File: src/design/sensor_packet_deframer_defines.svh
// Assertion macros shared by the deframer RTL.
`ifndef SENSOR_PACKET_DEFRAMER_DEFINES_SVH
`define SENSOR_PACKET_DEFRAMER_DEFINES_SVH

// Same-cycle implication, checked on every clock edge outside reset.
`define SPD_ASSERT_IMP(name, ante, cons, msg) \
    name: assert property (@(posedge clk) disable iff (!rst_n) (ante) |-> (cons)) \
        else $error(msg);

// Next-cycle implication, checked on every clock edge outside reset.
`define SPD_ASSERT_NXT(name, ante, cons, msg) \
    name: assert property (@(posedge clk) disable iff (!rst_n) (ante) |=> (cons)) \
        else $error(msg);

`endif

File: src/design/spd_pkg.sv
`default_nettype none

package spd_pkg;

    // Frame geometry.
    localparam int PAYLOAD_BYTES = 8;
    localparam int BYTE_W        = 8;
    localparam int PAYLOAD_W     = 64;
    localparam int CNT_W         = $clog2(PAYLOAD_BYTES + 1);
    localparam int STORE_IDX_W   = (PAYLOAD_BYTES > 1) ? $clog2(PAYLOAD_BYTES) : 1;
    localparam logic [CNT_W-1:0] PAYLOAD_LAST = CNT_W'(PAYLOAD_BYTES);

    // Configuration port.
    localparam int CFG_IDX_W  = 3;
    localparam int CFG_DATA_W = 16;
    localparam int ID_MASK_W  = 16;

    localparam logic [CFG_IDX_W-1:0] REG_HEADER   = 3'd0;
    localparam logic [CFG_IDX_W-1:0] REG_ID_BASE  = 3'd1;
    localparam logic [CFG_IDX_W-1:0] REG_ID_MASK  = 3'd2;
    localparam logic [CFG_IDX_W-1:0] REG_CHECK_EN = 3'd3;

    localparam logic [BYTE_W-1:0]    HEADER_RST   = 8'd85;
    localparam logic [BYTE_W-1:0]    ID_BASE_RST  = 8'd80;
    localparam logic [ID_MASK_W-1:0] ID_MASK_RST  = 16'd2047;
    localparam logic                 CHECK_EN_RST = 1'b0;

    // Parser phase.
    typedef enum logic [1:0] {
        PH_SEARCH = 2'd0,
        PH_ID     = 2'd1,
        PH_DATA   = 2'd2
    } phase_t;

    // Configuration settings seen by the parser.
    typedef struct packed {
        logic [BYTE_W-1:0]    header_value;
        logic [BYTE_W-1:0]    id_base;
        logic [ID_MASK_W-1:0] id_enable_mask;
        logic                 check_enable;
    } cfg_t;

    // One completed frame.
    typedef struct packed {
        logic [BYTE_W-1:0]    frame_id;
        logic [PAYLOAD_W-1:0] frame_payload;
        logic [BYTE_W-1:0]    frame_checksum;
        logic                 checksum_match;
    } frame_t;

endpackage

`default_nettype wire

File: src/design/spd_cfg_regs.sv
`default_nettype none

module spd_cfg_regs (
    input  wire logic                             clk,
    input  wire logic                             rst_n,
    input  wire logic                             cfg_we,
    input  wire logic [spd_pkg::CFG_IDX_W-1:0]    cfg_index,
    input  wire logic [spd_pkg::CFG_DATA_W-1:0]   cfg_data,
    output spd_pkg::cfg_t                         cfg
);

    spd_pkg::cfg_t cfg_reg;

    // Register writes; an index past the last register is dropped.
    always_ff @(posedge clk or negedge rst_n)
    begin
        if (!rst_n)
        begin
            cfg_reg.header_value   <= spd_pkg::HEADER_RST;
            cfg_reg.id_base        <= spd_pkg::ID_BASE_RST;
            cfg_reg.id_enable_mask <= spd_pkg::ID_MASK_RST;
            cfg_reg.check_enable   <= spd_pkg::CHECK_EN_RST;
        end
        else if (cfg_we)
        begin
            case (cfg_index)
                spd_pkg::REG_HEADER:
                    cfg_reg.header_value <= cfg_data[spd_pkg::BYTE_W-1:0];
                spd_pkg::REG_ID_BASE:
                    cfg_reg.id_base <= cfg_data[spd_pkg::BYTE_W-1:0];
                spd_pkg::REG_ID_MASK:
                    cfg_reg.id_enable_mask <= cfg_data[spd_pkg::ID_MASK_W-1:0];
                spd_pkg::REG_CHECK_EN:
                    cfg_reg.check_enable <= cfg_data[0];
                default:
                begin
                end
            endcase
        end
    end

    assign cfg = cfg_reg;

endmodule

`default_nettype wire

File: src/design/spd_in_reg.sv
`default_nettype none

module spd_in_reg (
    input  wire logic                          clk,
    input  wire logic                          rst_n,
    input  wire logic                          in_valid,
    output      logic                          in_stall,
    input  wire logic [spd_pkg::BYTE_W-1:0]    rx_byte,
    input  wire logic                          advance,
    output      logic                          byte_valid,
    output      logic [spd_pkg::BYTE_W-1:0]    byte_data
);

    logic                       valid_reg;
    logic [spd_pkg::BYTE_W-1:0] data_reg;

    // The held beat blocks the channel only while the parser cannot move.
    assign in_stall = valid_reg && !advance;

    always_ff @(posedge clk or negedge rst_n)
    begin
        if (!rst_n)
        begin
            valid_reg <= 1'b0;
        end
        else if (!in_stall)
        begin
            valid_reg <= in_valid;
        end
    end

    // Byte holding register, loaded with each accepted beat.
    always_ff @(posedge clk)
    begin
        if (in_valid && !in_stall)
        begin
            data_reg <= rx_byte;
        end
    end

    assign byte_valid = valid_reg;
    assign byte_data  = data_reg;

endmodule

`default_nettype wire

File: src/design/spd_parser.sv
`default_nettype none

module spd_parser (
    input  wire logic                          clk,
    input  wire logic                          rst_n,
    input  wire logic                          fire,
    input  wire logic [spd_pkg::BYTE_W-1:0]    byte_data,
    input  wire spd_pkg::cfg_t                 cfg,
    output      logic                          res_valid,
    output spd_pkg::frame_t                    res
);

    spd_pkg::phase_t                 phase_reg;
    spd_pkg::phase_t                 phase_next;
    logic [spd_pkg::CNT_W-1:0]       count_reg;
    logic [spd_pkg::CNT_W-1:0]       count_next;
    logic [spd_pkg::BYTE_W-1:0]      id_reg;
    logic [spd_pkg::BYTE_W-1:0]      id_next;
    logic [spd_pkg::BYTE_W-1:0]      sum_reg;
    logic [spd_pkg::BYTE_W-1:0]      sum_next;
    logic [spd_pkg::BYTE_W-1:0]      store_reg [spd_pkg::PAYLOAD_BYTES];
    logic                            store_we;
    logic                            emit;
    logic                            match;
    logic [spd_pkg::BYTE_W-1:0]      id_offset;
    logic                            id_known;
    logic [spd_pkg::PAYLOAD_W-1:0]   payload;

    // Identifier window: offset from the base, wrapping modulo 256.
    assign id_offset = byte_data - cfg.id_base;
    assign id_known  = (id_offset[spd_pkg::BYTE_W-1:4] == '0)
                       && cfg.id_enable_mask[id_offset[3:0]];
    assign match     = (sum_reg == byte_data);

    // Gather the stored payload, first byte in the low bits.
    always_comb
    begin
        payload = '0;
        for (int i = 0; i < spd_pkg::PAYLOAD_BYTES; i++)
        begin
            payload[spd_pkg::BYTE_W*i +: spd_pkg::BYTE_W] = store_reg[i];
        end
    end

    // Next-state decode for one byte.
    always_comb
    begin
        phase_next = phase_reg;
        count_next = count_reg;
        id_next    = id_reg;
        sum_next   = sum_reg;
        store_we   = 1'b0;
        emit       = 1'b0;
        case (phase_reg)
            spd_pkg::PH_ID:
            begin
                if (id_known)
                begin
                    id_next    = byte_data;
                    count_next = '0;
                    sum_next   = sum_reg + byte_data;
                    phase_next = spd_pkg::PH_DATA;
                end
                else
                begin
                    phase_next = spd_pkg::PH_SEARCH;
                end
            end
            spd_pkg::PH_DATA:
            begin
                if (count_reg == spd_pkg::PAYLOAD_LAST)
                begin
                    // Checksum byte closes the frame.
                    phase_next = spd_pkg::PH_SEARCH;
                    emit       = !cfg.check_enable || match;
                end
                else
                begin
                    store_we   = 1'b1;
                    count_next = count_reg + spd_pkg::CNT_W'(1);
                    sum_next   = sum_reg + byte_data;
                end
            end
            default:
            begin
                // Searching for the header byte.
                if (byte_data == cfg.header_value)
                begin
                    sum_next   = byte_data;
                    phase_next = spd_pkg::PH_ID;
                end
                else
                begin
                    phase_next = spd_pkg::PH_SEARCH;
                end
            end
        endcase
    end

    // Control and running state.
    always_ff @(posedge clk or negedge rst_n)
    begin
        if (!rst_n)
        begin
            phase_reg <= spd_pkg::PH_SEARCH;
            count_reg <= '0;
            id_reg    <= '0;
            sum_reg   <= '0;
        end
        else if (fire)
        begin
            phase_reg <= phase_next;
            count_reg <= count_next;
            id_reg    <= id_next;
            sum_reg   <= sum_next;
        end
    end

    // Payload store, written one byte per data beat.
    always_ff @(posedge clk)
    begin
        if (fire && store_we)
        begin
            store_reg[count_reg[spd_pkg::STORE_IDX_W-1:0]] <= byte_data;
        end
    end

    assign res_valid          = fire && emit;
    assign res.frame_id       = id_reg;
    assign res.frame_payload  = payload;
    assign res.frame_checksum = byte_data;
    assign res.checksum_match = match;

endmodule

`default_nettype wire

File: src/design/spd_out_reg.sv
`default_nettype none

module spd_out_reg (
    input  wire logic          clk,
    input  wire logic          rst_n,
    input  wire logic          res_valid,
    input  wire spd_pkg::frame_t res,
    output      logic          advance,
    output      logic          out_valid,
    input  wire logic          out_stall,
    output spd_pkg::frame_t    frame
);

    logic            valid_reg;
    spd_pkg::frame_t frame_reg;

    // The register can take a new frame when empty or being drained.
    assign advance = !valid_reg || !out_stall;

    always_ff @(posedge clk or negedge rst_n)
    begin
        if (!rst_n)
        begin
            valid_reg <= 1'b0;
        end
        else if (advance)
        begin
            valid_reg <= res_valid;
        end
    end

    // Frame contents hold while the receiver stalls.
    always_ff @(posedge clk)
    begin
        if (advance && res_valid)
        begin
            frame_reg <= res;
        end
    end

    assign out_valid = valid_reg;
    assign frame     = frame_reg;

endmodule

`default_nettype wire

File: src/design/sensor_packet_deframer.sv
// Sum-checksum packet deframer.
// Input channel: one received byte per beat on rx_byte, handshake in_valid and
// in_stall. Output channel: one completed frame per beat on frame_id,
// frame_payload, frame_checksum and checksum_match, handshake out_valid and
// out_stall. A beat moves on a rising edge with valid high and stall low.
// A frame is a header byte, a registered identifier, eight payload bytes and a
// checksum byte; frames failing the sum are dropped when check_enable is set.
// Configuration registers are written through cfg_we, cfg_index and cfg_data
// (0 header_value, 1 id_base, 2 id_enable_mask, 3 check_enable); the user
// must write them only while idle, which the block itself does not enforce.
// The checksum byte moves from the input register through the parser stage
// into the frame register, which drives out_valid; throughput is one byte per
// cycle while the frame register is not stalled.
// When the receiver stalls a waiting frame, the parser holds; in_stall is high
// whenever the input register holds a byte that cannot move on, so at most one
// more beat is taken after the stall begins.
// Reset clears the parser to header search, empties both registers and
// restores the configuration defaults; no clearing pass is needed.
`default_nettype none

`include "sensor_packet_deframer_defines.svh"

module sensor_packet_deframer (
    input  wire logic                             clk,
    input  wire logic                             rst_n,
    input  wire logic                             in_valid,
    output      logic                             in_stall,
    input  wire logic [spd_pkg::BYTE_W-1:0]       rx_byte,
    output      logic                             out_valid,
    input  wire logic                             out_stall,
    output      logic [spd_pkg::BYTE_W-1:0]       frame_id,
    output      logic [spd_pkg::PAYLOAD_W-1:0]    frame_payload,
    output      logic [spd_pkg::BYTE_W-1:0]       frame_checksum,
    output      logic                             checksum_match,
    input  wire logic                             cfg_we,
    input  wire logic [spd_pkg::CFG_IDX_W-1:0]    cfg_index,
    input  wire logic [spd_pkg::CFG_DATA_W-1:0]   cfg_data
);

    spd_pkg::cfg_t              cfg;
    spd_pkg::frame_t            res;
    spd_pkg::frame_t            frame;
    logic                       res_valid;
    logic                       advance;
    logic                       byte_valid;
    logic [spd_pkg::BYTE_W-1:0] byte_data;
    logic                       fire;

    spd_cfg_regs u_cfg (
        .clk       (clk),
        .rst_n     (rst_n),
        .cfg_we    (cfg_we),
        .cfg_index (cfg_index),
        .cfg_data  (cfg_data),
        .cfg       (cfg)
    );

    spd_in_reg u_in (
        .clk        (clk),
        .rst_n      (rst_n),
        .in_valid   (in_valid),
        .in_stall   (in_stall),
        .rx_byte    (rx_byte),
        .advance    (advance),
        .byte_valid (byte_valid),
        .byte_data  (byte_data)
    );

    // A held byte is parsed whenever the frame register can move.
    assign fire = byte_valid && advance;

    spd_parser u_parser (
        .clk       (clk),
        .rst_n     (rst_n),
        .fire      (fire),
        .byte_data (byte_data),
        .cfg       (cfg),
        .res_valid (res_valid),
        .res       (res)
    );

    spd_out_reg u_out (
        .clk       (clk),
        .rst_n     (rst_n),
        .res_valid (res_valid),
        .res       (res),
        .advance   (advance),
        .out_valid (out_valid),
        .out_stall (out_stall),
        .frame     (frame)
    );

    assign frame_id       = frame.frame_id;
    assign frame_payload  = frame.frame_payload;
    assign frame_checksum = frame.frame_checksum;
    assign checksum_match = frame.checksum_match;

    // A parsed frame always lands in the frame register.
    `SPD_ASSERT_NXT(a_frame_lands, fire && res_valid, out_valid, "parsed frame was not registered")

    // The input side only stalls behind a stalled frame.
    `SPD_ASSERT_IMP(a_stall_cause, in_stall, out_valid && out_stall, "input stalled without output backpressure")

    // A new frame beat needs a parse in the cycle before.
    `SPD_ASSERT_IMP(a_frame_source, $rose(out_valid), $past(fire), "frame appeared without a parsed byte")

endmodule

`default_nettype wire
File: config.mk
export PLATFORM = sky130hd
export DESIGN_NAME = sensor_packet_deframer
export DESIGN_NICKNAME = d
export VERILOG_FILES = /design/src/design/spd_pkg.sv /design/src/design/spd_cfg_regs.sv /design/src/design/spd_in_reg.sv /design/src/design/spd_parser.sv /design/src/design/spd_out_reg.sv /design/src/design/sensor_packet_deframer.sv
export VERILOG_INCLUDE_DIRS = /design/src /design/src/design
export SDC_FILE = /design/constraint.sdc
export NUM_CORES = 1
export LEC_CHECK = 0
export BUFFER_PORTS_ARGS = -buffer_cell sky130_fd_sc_hd__buf_4
export CAP_MARGIN = 20
export CORE_AREA = 2 2 139 141
export CTS_CLUSTER_SIZE = 12
export DETAILED_ROUTE_END_ITERATION = 8
export DIE_AREA = 0 0 141 143
export GPL_TIMING_DRIVEN = 0
export PLACE_DENSITY = 0.62
export RECOVER_POWER = 50
export SETUP_SLACK_MARGIN = 0.3
export SLEW_MARGIN = 20
export SYNTH_ARGS = -nofsm -noshare
export SYNTH_HDL_FRONTEND = slang
export SYNTH_SLANG_ARGS = --single-unit
File: constraint.sdc
create_clock -name clk -period 8.3 [get_ports clk]
set_input_delay 1.245 -clock clk [delete_from_list [all_inputs] [get_ports clk]]
set_output_delay 1.245 -clock clk [all_outputs]
set_load 0.05 [all_outputs]
==> out/summary.txt, run 1 <==
CTS-repair resized insts -> 0
Critical Path RT -> 8.22 ns
Power Dens Cells -> 242 nW/µm²
CTS tree -> done
RSZ-0062 raised after global routing -> no
Clock transition at path regs -> 0.05 ns
Die Y -> 143 µm
GPL Wtd Cong -> 0.808
CP Class -> input pin to asynchronous set/reset pin
Critical Path Source Type -> input pin
async set-or-reset flop fraction in the synthesized netlist -> 0.271
internal power -> 1.87 mW
vias -> 4349
min Tclk post-route -> 3.47 ns
Main synth FF type -> edfxtp_1
# nets final -> 661
pre-CTS setup slack -> 4.84 ns
Initial Util -> 0.432
Final Setup Violations -> 0
Slew Limit Fails -> 58
post-layout util -> 0.535
latest clock arrival within the worst-skew pair -> 0.50 ns
ratio of cells with drive above 1 in the final layout -> 0.348
row count -> 50
combinational power share -> 0.102
Final Cycle Share -> 0.418
Worst Path Arrival -> 3.39 ns
Max Root-Sink Buffers -> 3
Final Instance Area -> 9950 µm²
largest net degree at the start of global routing -> 58
top-count cell post-synth -> edfxtp_1
Yosys reg bits -> 210
syn nets -> 517
failing checks -> capacitance limit, slew limit
Placed Area -> 9260 µm²
clock sink total -> 210
Ys Warns -> 0
n_diodes -> 0
Critical Path Source -> rst_n
Netlist Area Pre-Place -> 8030 µm²
total CTS buffers -> 23
max incr delay on CP -> 2.11 ns
Syn-to-layout area delta -> 23.8%
worst-path cell chain -> clkbuf_1
H-tree depth -> 1
Flop pwr share -> 0.509
Initial DRC Count -> 179
I/O Buffers -> 114
Critical Path End -> u_parser.count_reg[2]
first-pass GRT wire length -> 23800 µm
grt total ovfl -> 0
Reg-to-Reg End -> u_parser.sum_reg[6]
status -> complete, but fails checks
P_leak -> 3.79 nW
Detail Route Antenna Nets -> 0
Avg WL per Cell -> 17.6 µm
FF-to-FF Start -> u_in.byte_data[1]
Top delay family on crit path -> buffers and inverters
fmax -> 288 MHz
Final Hold Vio Count -> 0
antenna violations before repair -> 0
Psw -> 0.538 mW
top-area cell type share of the netlist area -> 0.572
reg2reg setup slack -> 4.85 ns
chip width -> 141 µm
Post-synth top cells -> edfxtp_1, dfrtp_1, mux2_2
Worst Setup End Kind -> asynchronous set/reset pin
Yosys top cell by area -> edfxtp_1
Crit-path slowest cell -> clkbuf_1
IO Pins -> 115
Worst Path Max Fanout -> 57
Slew HR -> -1.03
CP bufs+invs -> 1
Distinct cells, synth -> 55
area of the core -> 18600 µm²
Area contributors post-synth -> edfxtp_1, dfrtp_1, dfstp_2
Detailed Place HPWL -> 10300 µm
Fin Clk Skew -> 0.0148 ns
Total GRT Usage -> 0.152
cells on worst reg2reg path -> 8
fill count -> 1513
vias in the first global route -> 4336
first drt pass iteration count -> 4
DRC viols -> 0
Post-CTS Setup Inserts -> 0
clock share of power -> 0.388
Mapped Avg Cell Area -> 17.3 µm²
setup TNS -> 0 ns
Max Cap Violations -> 1
total die area -> 20200 µm²
Vias/cell -> 5.07
register area share after synthesis -> 0.752
min setup slack post-route -> 4.83 ns
Max IR drop VDD -> 151 µV
Worst-Margin Slew -> 3.04 ns
Root Buffer -> clkbuf_16
hold_buf cts -> 0
Post-synth EDFFs -> 153
Post-Route WL -> 15100 µm
switch share -> 0.223
WP depth -> 1
Worst Hold Class -> register to register
Synth Instances -> 464
-- worst min-delay path by stage --
stage                     cells after the start  slack [ns]                 to                startpoint
after global placement                        0        0.40  frame_payload[31]  u_parser.store_reg[3][7]
final                                         0        0.41   frame_payload[2]  u_parser.store_reg[0][2]
after global routing                          0        0.42   frame_payload[2]  u_parser.store_reg[0][2]
after CTS                                     0        0.41   frame_payload[2]  u_parser.store_reg[0][2]
after floorplan                               0        0.40   frame_payload[0]  u_parser.store_reg[0][0]
after detailed placement                      0        0.40   frame_payload[0]  u_parser.store_reg[0][0]
-- kinds of logic (layout without fill, tap and decap cells) --
| kind of cell | count (synthesis) | count (layout) | synth area share |
|---|---|---|---|
| AOI/OAI and AO/OA | 58 | 58 | 0.0522 |
| DFF | 210 | 210 | 0.752 |
| and+or+nand+nor | 83 | 83 | 0.0519 |
| muxes | 52 | 52 | 0.0813 |
| adders and majority gates | 21 | 21 | 0.0346 |
| xor gates and xnor gates | 12 | 12 | 0.0131 |
| buffers and inverters | 28 | 188 | 0.0150 |
-- power groups by stage --
stage,registers (mW),logic [mW],clock network [mW]
final,1.23,0.247,0.937
after global routing,1.24,0.272,1.01
after CTS,1.23,0.249,0.959
after detailed placement,1.25,0.247,0
after global placement,1.25,0.238,0
after floorplan,1.23,0.191,0
-- layer usage --
| metal | GRT usage | wire length, µm | part of all wire | vias up |
|---|---|---|---|---|
| li1 | - | - | - | 2042 |
| met1 | 0.211 | 6620 | 0.44 | 2137 |
| met2 | 0.251 | 7190 | 0.48 | 147 |
| met3 | 0.0305 | 1080 | 0.071 | 23 |
| met4 | 0.0368 | 244 | 0.016 | 0 |
| met5 | 0 | 0 | 0 | - |
-- stage by stage --
step	power (mW)	std cells	hold WS, ns
floorplan	1.42	464	0.400
global placement	1.49	812	0.401
detailed placement	1.50	817	0.405
CTS	2.44	858	0.413
global route	2.52	858	0.418
finish	2.41	858	0.407
-- area by class of cell --
| class | count | area (µm²) | share of cell area |
|---|---|---|---|
| clock buffers | 35 | 641 | 0.0644 |
| clock inverters | 6 | 58.8 | 0.00591 |
| plain buffers | 5 | 33.8 | 0.00340 |
| multi-input cells | 226 | 1890 | 0.190 |
| well taps | 234 | 293 | 0.0294 |
| repair buffers | 119 | 897 | 0.0902 |
| inverters | 23 | 86.3 | 0.00868 |
| flip-flops and latches | 210 | 6040 | 0.607 |
-- cells in the final DEF, fill, tap and decap left out, types with 5 or more instances in the layout --
| master | count |
|---|---|
| ha_1 | 19 |
| buf_6 | 5 |
| edfxtp_1 | 153 |
| nand4_1 | 5 |
| mux2_2 | 34 |
| a21oi_1 | 8 |
| nor2_1 | 20 |
| inv_1 | 23 |
| xnor2_1 | 9 |
| nand2_1 | 26 |
| dfstp_2 | 17 |
| mux2i_1 | 6 |
| dfrtp_1 | 40 |
| o21ai_0 | 18 |
| a21o_1 | 5 |
| mux2_4 | 8 |
| clkbuf_16 | 23 |
| buf_4 | 103 |
| clkbuf_1 | 19 |
| clkbuf_4 | 5 |
| nor3_1 | 5 |
(Power assumes the default switching activity.)
==> run 2: changes to the inputs <==
Clock period 8.3 ns to 2.95 ns, I/O delays scaled along.
==> run 2 against run 1 <==
The run now ends clean. Design area rose by 4.4%. Die area stayed put. Setup slack worse by 4.8 ns. Hold slack worse by 0.28 ns. Register-to-register slack got worse by 4.8 ns. Power increased to 2.9 times the previous value. Non-clock buffer count is 40 higher. Sequential power grew to 2.8 times the previous value. Clock power grew to 2.9 times the previous value. Clock skew shrank 0.0054 ns. Cell count up 4.8%. Largest cell class unchanged.
==> out/summary.txt, run 2 (synthesized netlist as in run 1, its figures left out) <==
IO Pins -> 115 (unchanged)
Clock transition at path regs -> 0.06 ns (about the same)
Root Buffer -> clkbuf_16
Worst Path Arrival -> 3.29 ns (-0.10 ns)
Max IR drop VDD -> 372 µV (+150%)
Final Cycle Share -> 0.982
# nets final -> 701 (+6.1%)
Slew HR -> 0.0156 (+1.04)
Post-Route WL -> 16200 µm (+7.0%)
Initial DRC Count -> 274 (+53%)
Final Setup Violations -> 0 (unchanged)
GPL Wtd Cong -> 0.801 (-0.98%)
most frequent cells in the layout -> edfxtp_1, buf_4, dfrtp_1, clkbuf_1, mux2_2
post-layout util -> 0.559 (+0.0234)
antenna violations before repair -> 0 (unchanged)
latest clock arrival within the worst-skew pair -> 0.52 ns (+0.02 ns)
Slew Limit Fails -> 0 (-100%)
pre-CTS setup slack -> -0.493 ns (-5.34 ns)
largest net degree at the start of global routing -> 58 (unchanged)
CP Class -> register to register
most used cell, CP -> buf_12
fill count -> 1477 (-2.4%)
area of the core -> 18600 µm² (unchanged)
P_leak -> 3.97 nW (+4.8%)
Detailed Place HPWL -> 10200 µm (-0.44%)
Max Root-Sink Buffers -> 3 (unchanged)
clock share of power -> 0.392 (+0.004)
internal power -> 5.39 mW (+190%)
vias -> 4563 (+4.9%)
max incr delay on CP -> 0.51 ns (-1.60 ns)
Power Dens Cells -> 673 nW/µm² (+180%)
chip width -> 141 µm (unchanged)
Avg WL per Cell -> 18.0 µm (+2.1%)
DRC viols -> 0 (unchanged)
ratio of cells with drive above 1 in the final layout -> 0.383 (+0.0357)
setup TNS -> 0 ns (unchanged)
Psw -> 1.60 mW (+200%)
worst-path cell chain -> inv_1 -> ha_1 -> a221oi_1 -> o2111ai_1 -> a2111oi_4 -> nand3_2 -> buf_12 -> a21oi_4 -> buf_12 -> mux2_4
combinational power share -> 0.117 (+0.015)
total CTS buffers -> 23 (unchanged)
status -> completed
Worst Path Max Fanout -> 8 (-86%)
Worst Setup End Kind -> register
commonest non-fill, non-tap cell in the layout -> edfxtp_1
Worst Hold Class -> input pin to register
first drt pass iteration count -> 4 (unchanged)
Detail Route Antenna Nets -> 0 (unchanged)
Final Hold Vio Count -> 0 (unchanged)
clock sink total -> 210 (unchanged)
first-pass GRT wire length -> 25700 µm (+7.9%)
I/O Buffers -> 114 (unchanged)
min setup slack post-route -> 0.0536 ns (-4.78 ns)
vias in the first global route -> 4583 (+5.7%)
Critical Path RT -> 3.35 ns (-4.87 ns)
Vias/cell -> 5.08 (+0.14%)
CTS tree -> done
n_diodes -> 0 (unchanged)
WHS -> 0.125 ns (-0.283 ns)
Syn-to-layout area delta -> 29.2%
Crit-path slowest cell -> dfstp_2
min Tclk post-route -> 2.90 ns
Fin Clk Skew -> 0.00939 ns (-0.00544 ns)
row count -> 50 (unchanged)
Worst-Margin Slew -> 1.48 ns (-1.56 ns)
Initial Util -> 0.432 (unchanged)
Flop pwr share -> 0.491 (-0.018)
Total GRT Usage -> 0.166 (+0.0137)
switch share -> 0.229 (+0.00577)
grt total ovfl -> 0 (unchanged)
fmax -> 345 MHz
Critical Path Source Type -> register
Max Cap Violations -> 0 (-1)
RSZ-0062 raised after global routing -> yes
total die area -> 20200 µm² (unchanged)
Die Y -> 143 µm (unchanged)
H-tree depth -> 1 (unchanged)
==> run 2: changes by cell type in the layout (fill, tap and decap cells not counted), sizes merged <==
| cell | previous run | this run |
|---|---|---|
| buf | 110 | 132 |
| clkbuf | 49 | 66 |
| bufinv | 1 | 2 |
| inv | 23 | 24 |
==> run 2: final timing paths <==
kind,depth (start not counted),from,to,slack (ns)
worst max-delay path,10,u_cfg.cfg[21],u_parser.sum_reg[2],0.05
worst min-delay path,1,rx_byte[5],u_in.byte_data[5],0.12
worst max register to register,10,u_cfg.cfg[21],u_parser.sum_reg[2],0.05
worst min register to register,0,u_parser.store_reg[6][7],frame_payload[55],0.41
max in group asynchronous,1,rst_n,u_parser.id_reg[2],1.78
min in group asynchronous,1,rst_n,u_parser.sum_reg[7],0.29
==> run 2: what timing repair did <==
item | in CTS | in global routing
endpoints found under the setup margin | 103 | 89
cloned | 0 | 0
hold buffers | 0 | 0
resized for setup | 5 | 7
pin swaps | 6 | 2
setup buffers | 35 | 5
==> run 2: layer usage <==
metal  routed length [µm]  vias up  GRT usage
met4                  314        0     0.0453
met5                    0        -          0
met3                  886       26     0.0285
li1                     -     2123          -
met2                 7810      170      0.274
met1                 7160     2244      0.230
==> run 2: worst max-delay path: cells and delay by family, from the launching register on <==
kind	cells	cell delay, ns
adders and majority gates	1	0.40
and+or+nand+nor	1	0.18
buffers and inverters	3	0.38
muxes	1	0.29
DFF	1	0.51
AOI/OAI and AO/OA	4	1.00
==> run 2: power groups by stage <==
| stage | combinational [mW] | sequential [mW] | clock [mW] |
|---|---|---|---|
| floorplan | 0.566 | 3.47 | 0 |
| global placement | 0.704 | 3.52 | 0 |
| detailed placement | 0.726 | 3.53 | 0 |
| CTS | 0.816 | 3.43 | 2.79 |
| global route | 0.910 | 3.45 | 2.93 |
| finish | 0.820 | 3.43 | 2.74 |
==> run 2: area by class of cell <==
class | instances | area (µm²) | area share
Buffer | 5 | 33.8 | 0.00325
Clock buffer | 34 | 617 | 0.0594
Clock inverter | 8 | 109 | 0.0105
Inverter | 23 | 86.3 | 0.00832
Multi-Input combinational cell | 226 | 2010 | 0.194
Sequential cell | 210 | 6040 | 0.582
Tap cell | 234 | 293 | 0.0282
Timing Repair Buffer | 159 | 1190 | 0.114
==> run 2: stage by stage <==
stage                     cell area [µm²]  instances  power, mW
after floorplan                      8120        464       4.04
after global placement               9270        812       4.22
after detailed placement             9340        817       4.25
after CTS                           10400        894       7.04
after global routing                10400        899       7.29
final                               10400        899       6.99
==> run 3: changes to the inputs <==
Settings changed: ABC_AREA set to 1, CAP_MARGIN 20 to not set, PLACE_DENSITY 0.62 to 0.63.
==> run 3 against run 2 <==
Cell count rose by 14%. Hold slack improved by 0.015 ns. First-iteration DRC count rose by 22%.
==> out/summary.txt, run 3 <==
status -> completed
Initial Util -> 0.437 (+0.00418)
Ys Warns -> 0 (unchanged)
syn nets -> 668 (+29%)
CTS tree -> done
first drt pass iteration count -> 5 (+1)
DRC viols -> 0 (unchanged)
area of the core -> 18600 µm² (unchanged)
Detailed Place HPWL -> 10900 µm (+7.2%)
top-count cell post-synth -> edfxtp_1
register area share after synthesis -> 0.745 (-0.00719)
largest net degree at the start of global routing -> 58 (unchanged)
Synth Instances -> 615 (+33%)
Root Buffer -> clkbuf_16
Syn-to-layout area delta -> 28.6%
Distinct cells, synth -> 32 (-42%)
commonest non-fill, non-tap cell in the layout -> edfxtp_1
Power Dens Cells -> 665 nW/µm² (-1.2%)
clock sink total -> 210 (unchanged)
Slew HR -> 0.0283 (+0.0126)
Detail Route Antenna Nets -> 0 (unchanged)
Yosys top cell by area -> edfxtp_1
worst-path cell chain -> clkbuf_1 -> clkbuf_1 -> xnor2_1 -> nand2_1 -> nor2_1 -> nand2_1 -> inv_1 -> o21ai_0 -> nand2_4 -> buf_12 -> nand3_1 -> nand2_1
vias -> 5082 (+11%)
latest clock arrival within the worst-skew pair -> 0.50 ns (-0.02 ns)
Initial DRC Count -> 335 (+22%)
Worst-Margin Slew -> 1.46 ns (-0.0189 ns)
total CTS buffers -> 23 (unchanged)
pre-CTS setup slack -> -0.216 ns (+0.278 ns)
most frequent cells in the layout -> edfxtp_1, nand2_1, buf_4, inv_1, dfrtp_1
Worst Path Max Fanout -> 11 (+3)
I/O Buffers -> 114 (unchanged)
Final Setup Violations -> 0 (unchanged)
IO Pins -> 115 (unchanged)
n_diodes -> 0 (unchanged)
min setup slack post-route -> 0.260 ns (+0.207 ns)
Crit-path slowest cell -> clkbuf_1
H-tree depth -> 1 (unchanged)
Max Cap Violations -> 0 (unchanged)
top-area cell type share of the netlist area -> 0.566 (-0.00547)
grt total ovfl -> 0 (unchanged)
Total GRT Usage -> 0.175 (+0.00925)
Avg WL per Cell -> 17.3 µm (-4.1%)
Die Y -> 143 µm (unchanged)
Vias/cell -> 4.94 (-2.7%)
Mapped Avg Cell Area -> 13.2 µm² (-24%)
Top delay family on crit path -> buffers and inverters
Post-synth top cells -> edfxtp_1, nand2_1, inv_1
Worst Setup End Kind -> register
Critical Path Source Type -> register
vias in the first global route -> 4961 (+8.2%)
Clock transition at path regs -> 0.06 ns (about the same)
Main synth FF type -> edfxtp_1
chip width -> 141 µm (unchanged)
first-pass GRT wire length -> 26800 µm (+4.3%)
antenna violations before repair -> 0 (unchanged)
row count -> 50 (unchanged)
ratio of cells with drive above 1 in the final layout -> 0.292 (-0.0916)
Fin Clk Skew -> 0.0199 ns (+0.0106 ns)
CP bufs+invs -> 4 (+1)
total die area -> 20200 µm² (unchanged)
Netlist Area Pre-Place -> 8110 µm² (+0.97%)
fill count -> 1492 (+1.0%)
Slew Limit Fails -> 0 (unchanged)
RSZ-0062 raised after global routing -> yes
hold_buf cts -> 0 (unchanged)
CP Class -> register to register
# nets final -> 836 (+19%)
max incr delay on CP -> 0.63 ns (+0.12 ns)
Worst Hold Class -> input pin to register
most used cell, CP -> nand2_1
min Tclk post-route -> 2.69 ns (-0.207 ns)
Post-synth EDFFs -> 153 (unchanged)
Area contributors post-synth -> edfxtp_1, dfrtp_1, nand2_1
async set-or-reset flop fraction in the synthesized netlist -> 0.271 (unchanged)
Final Hold Vio Count -> 0 (unchanged)
P_leak -> 4.32 nW (+8.9%)
Post-Route WL -> 17800 µm (+9.8%)
Worst Path Arrival -> 3.06 ns (-0.23 ns)
Yosys reg bits -> 210 (unchanged)
Max Root-Sink Buffers -> 3 (unchanged)
Max IR drop VDD -> 416 µV (+12%)
Finished Layout Cells -> 1029 (+14%)
reg2reg setup slack -> 0.26 ns (+0.21 ns)
fmax -> 372 MHz (+7.7%)
GPL Wtd Cong -> 0.818 (+2.2%)
Critical Path RT -> 3.32 ns (-0.03 ns)
Cells after DPL -> 968 (+18%)
Final Cycle Share -> 0.912 (-0.0701)
## run 3: cell types whose count changed in the layout (fill, tap and decap cells not counted), moves of 6 or more
| cell | change |
|---|---|
| clkbuf_1 | -11 |
| mux2_4 | -14 |
| nand3_2 | +9 |
| mux2i_1 | -6 |
| o21ai_0 | +17 |
| o21ai_1 | +7 |
| inv_1 | +37 |
| buf_4 | -7 |
| nand3_1 | +33 |
| nand2_1 | +116 |
| mux2_2 | -20 |
## run 3: kinds of logic after synthesis
family	Yosys count	share of synthesized area
buffers and inverters	72	0.0346
adders and majority gates	21	0.0342
DFF	210	0.745
muxes	8	0.0111
and+or+nand+nor	232	0.121
xor gates and xnor gates	18	0.0194
AOI/OAI and AO/OA	54	0.0349
## run 3: final cells by class
class / instances / area, µm² / area share
buffer: 10 / 56.3 / 0.00540
clock buffer: 31 / 616 / 0.0590
clock inverter: 6 / 45.0 / 0.00432
inverter: 62 / 238 / 0.0228
multi-input combinational: 333 / 2020 / 0.194
sequential: 210 / 6040 / 0.579
tap: 234 / 293 / 0.0281
timing repair buffer: 143 / 1120 / 0.107
## run 3: final timing paths
path                                  endpoint  cells after the start                      from
hold reg to reg               frame_payload[7]                      0  u_parser.store_reg[0][7]
max in group asynchronous        u_cfg.cfg[28]                      1                     rst_n
min in group asynchronous  u_parser.sum_reg[1]                      1                     rst_n
hold / removal               u_in.byte_data[4]                      1                rx_byte[4]
setup / recovery           u_parser.sum_reg[2]                     12         u_in.byte_data[0]
setup reg to reg           u_parser.sum_reg[2]                     12         u_in.byte_data[0]
## run 3: report_power, final
group / leakage [nW] / switching (mW) / internal, mW / total (mW)
clock network: 0.319 / 1.07 / 1.46 / 2.53
logic: 1.91 / 0.559 / 0.403 / 0.962
registers: 2.10 / 0.111 / 3.34 / 3.45
## run 3: per-stage QoR
| step | power, mW | cell area (µm²) | util | hold slack, ns | setup TNS (ns) |
|---|---|---|---|---|---|
| 2_1_floorplan | 4.10 | 8190 | - | 0.147 | -57.50 |
| 3_3_place_gp | 4.30 | 9340 | 0.503 | 0.401 | -164.65 |
| 3_5_place_dp | 4.33 | 9430 | 0.507 | 0.405 | -8.14 |
| 4_1_cts | 6.89 | 10200 | 0.552 | 0.0330 | 0 |
| 5_1_grt | 7.28 | 10400 | 0.561 | 0.124 | 0 |
| 6_report | 6.94 | 10400 | 0.561 | 0.140 | 0 |
## run 3: per-layer routing
metal  vias up  track usage  share of wire
met4         0       0.0432          0.016
met2       180        0.299           0.49
met3        23       0.0386          0.070
met1      2443        0.231           0.43
met5         -            0              0
li1       2436            -              -
## run 3: repair_timing
action | 4_1_cts | 5_1_grt
pin swaps | 1 | 13
setup buffers | 17 | 6
gates resized for setup | 5 | 36
cloned | 0 | 1
setup endpoints to repair | 110 | 57
## run 3: worst reg2reg max path: stages, from the launching register on
cell      delay (ns)
edfxtp_1        0.48
clkbuf_1        0.31
clkbuf_1        0.63
xnor2_1         0.15
nand2_1         0.10
nor2_1          0.04
nand2_1         0.06
inv_1           0.06
o21ai_0         0.31
nand2_4         0.13
buf_12          0.15
nand3_1         0.06
nand2_1         0.07
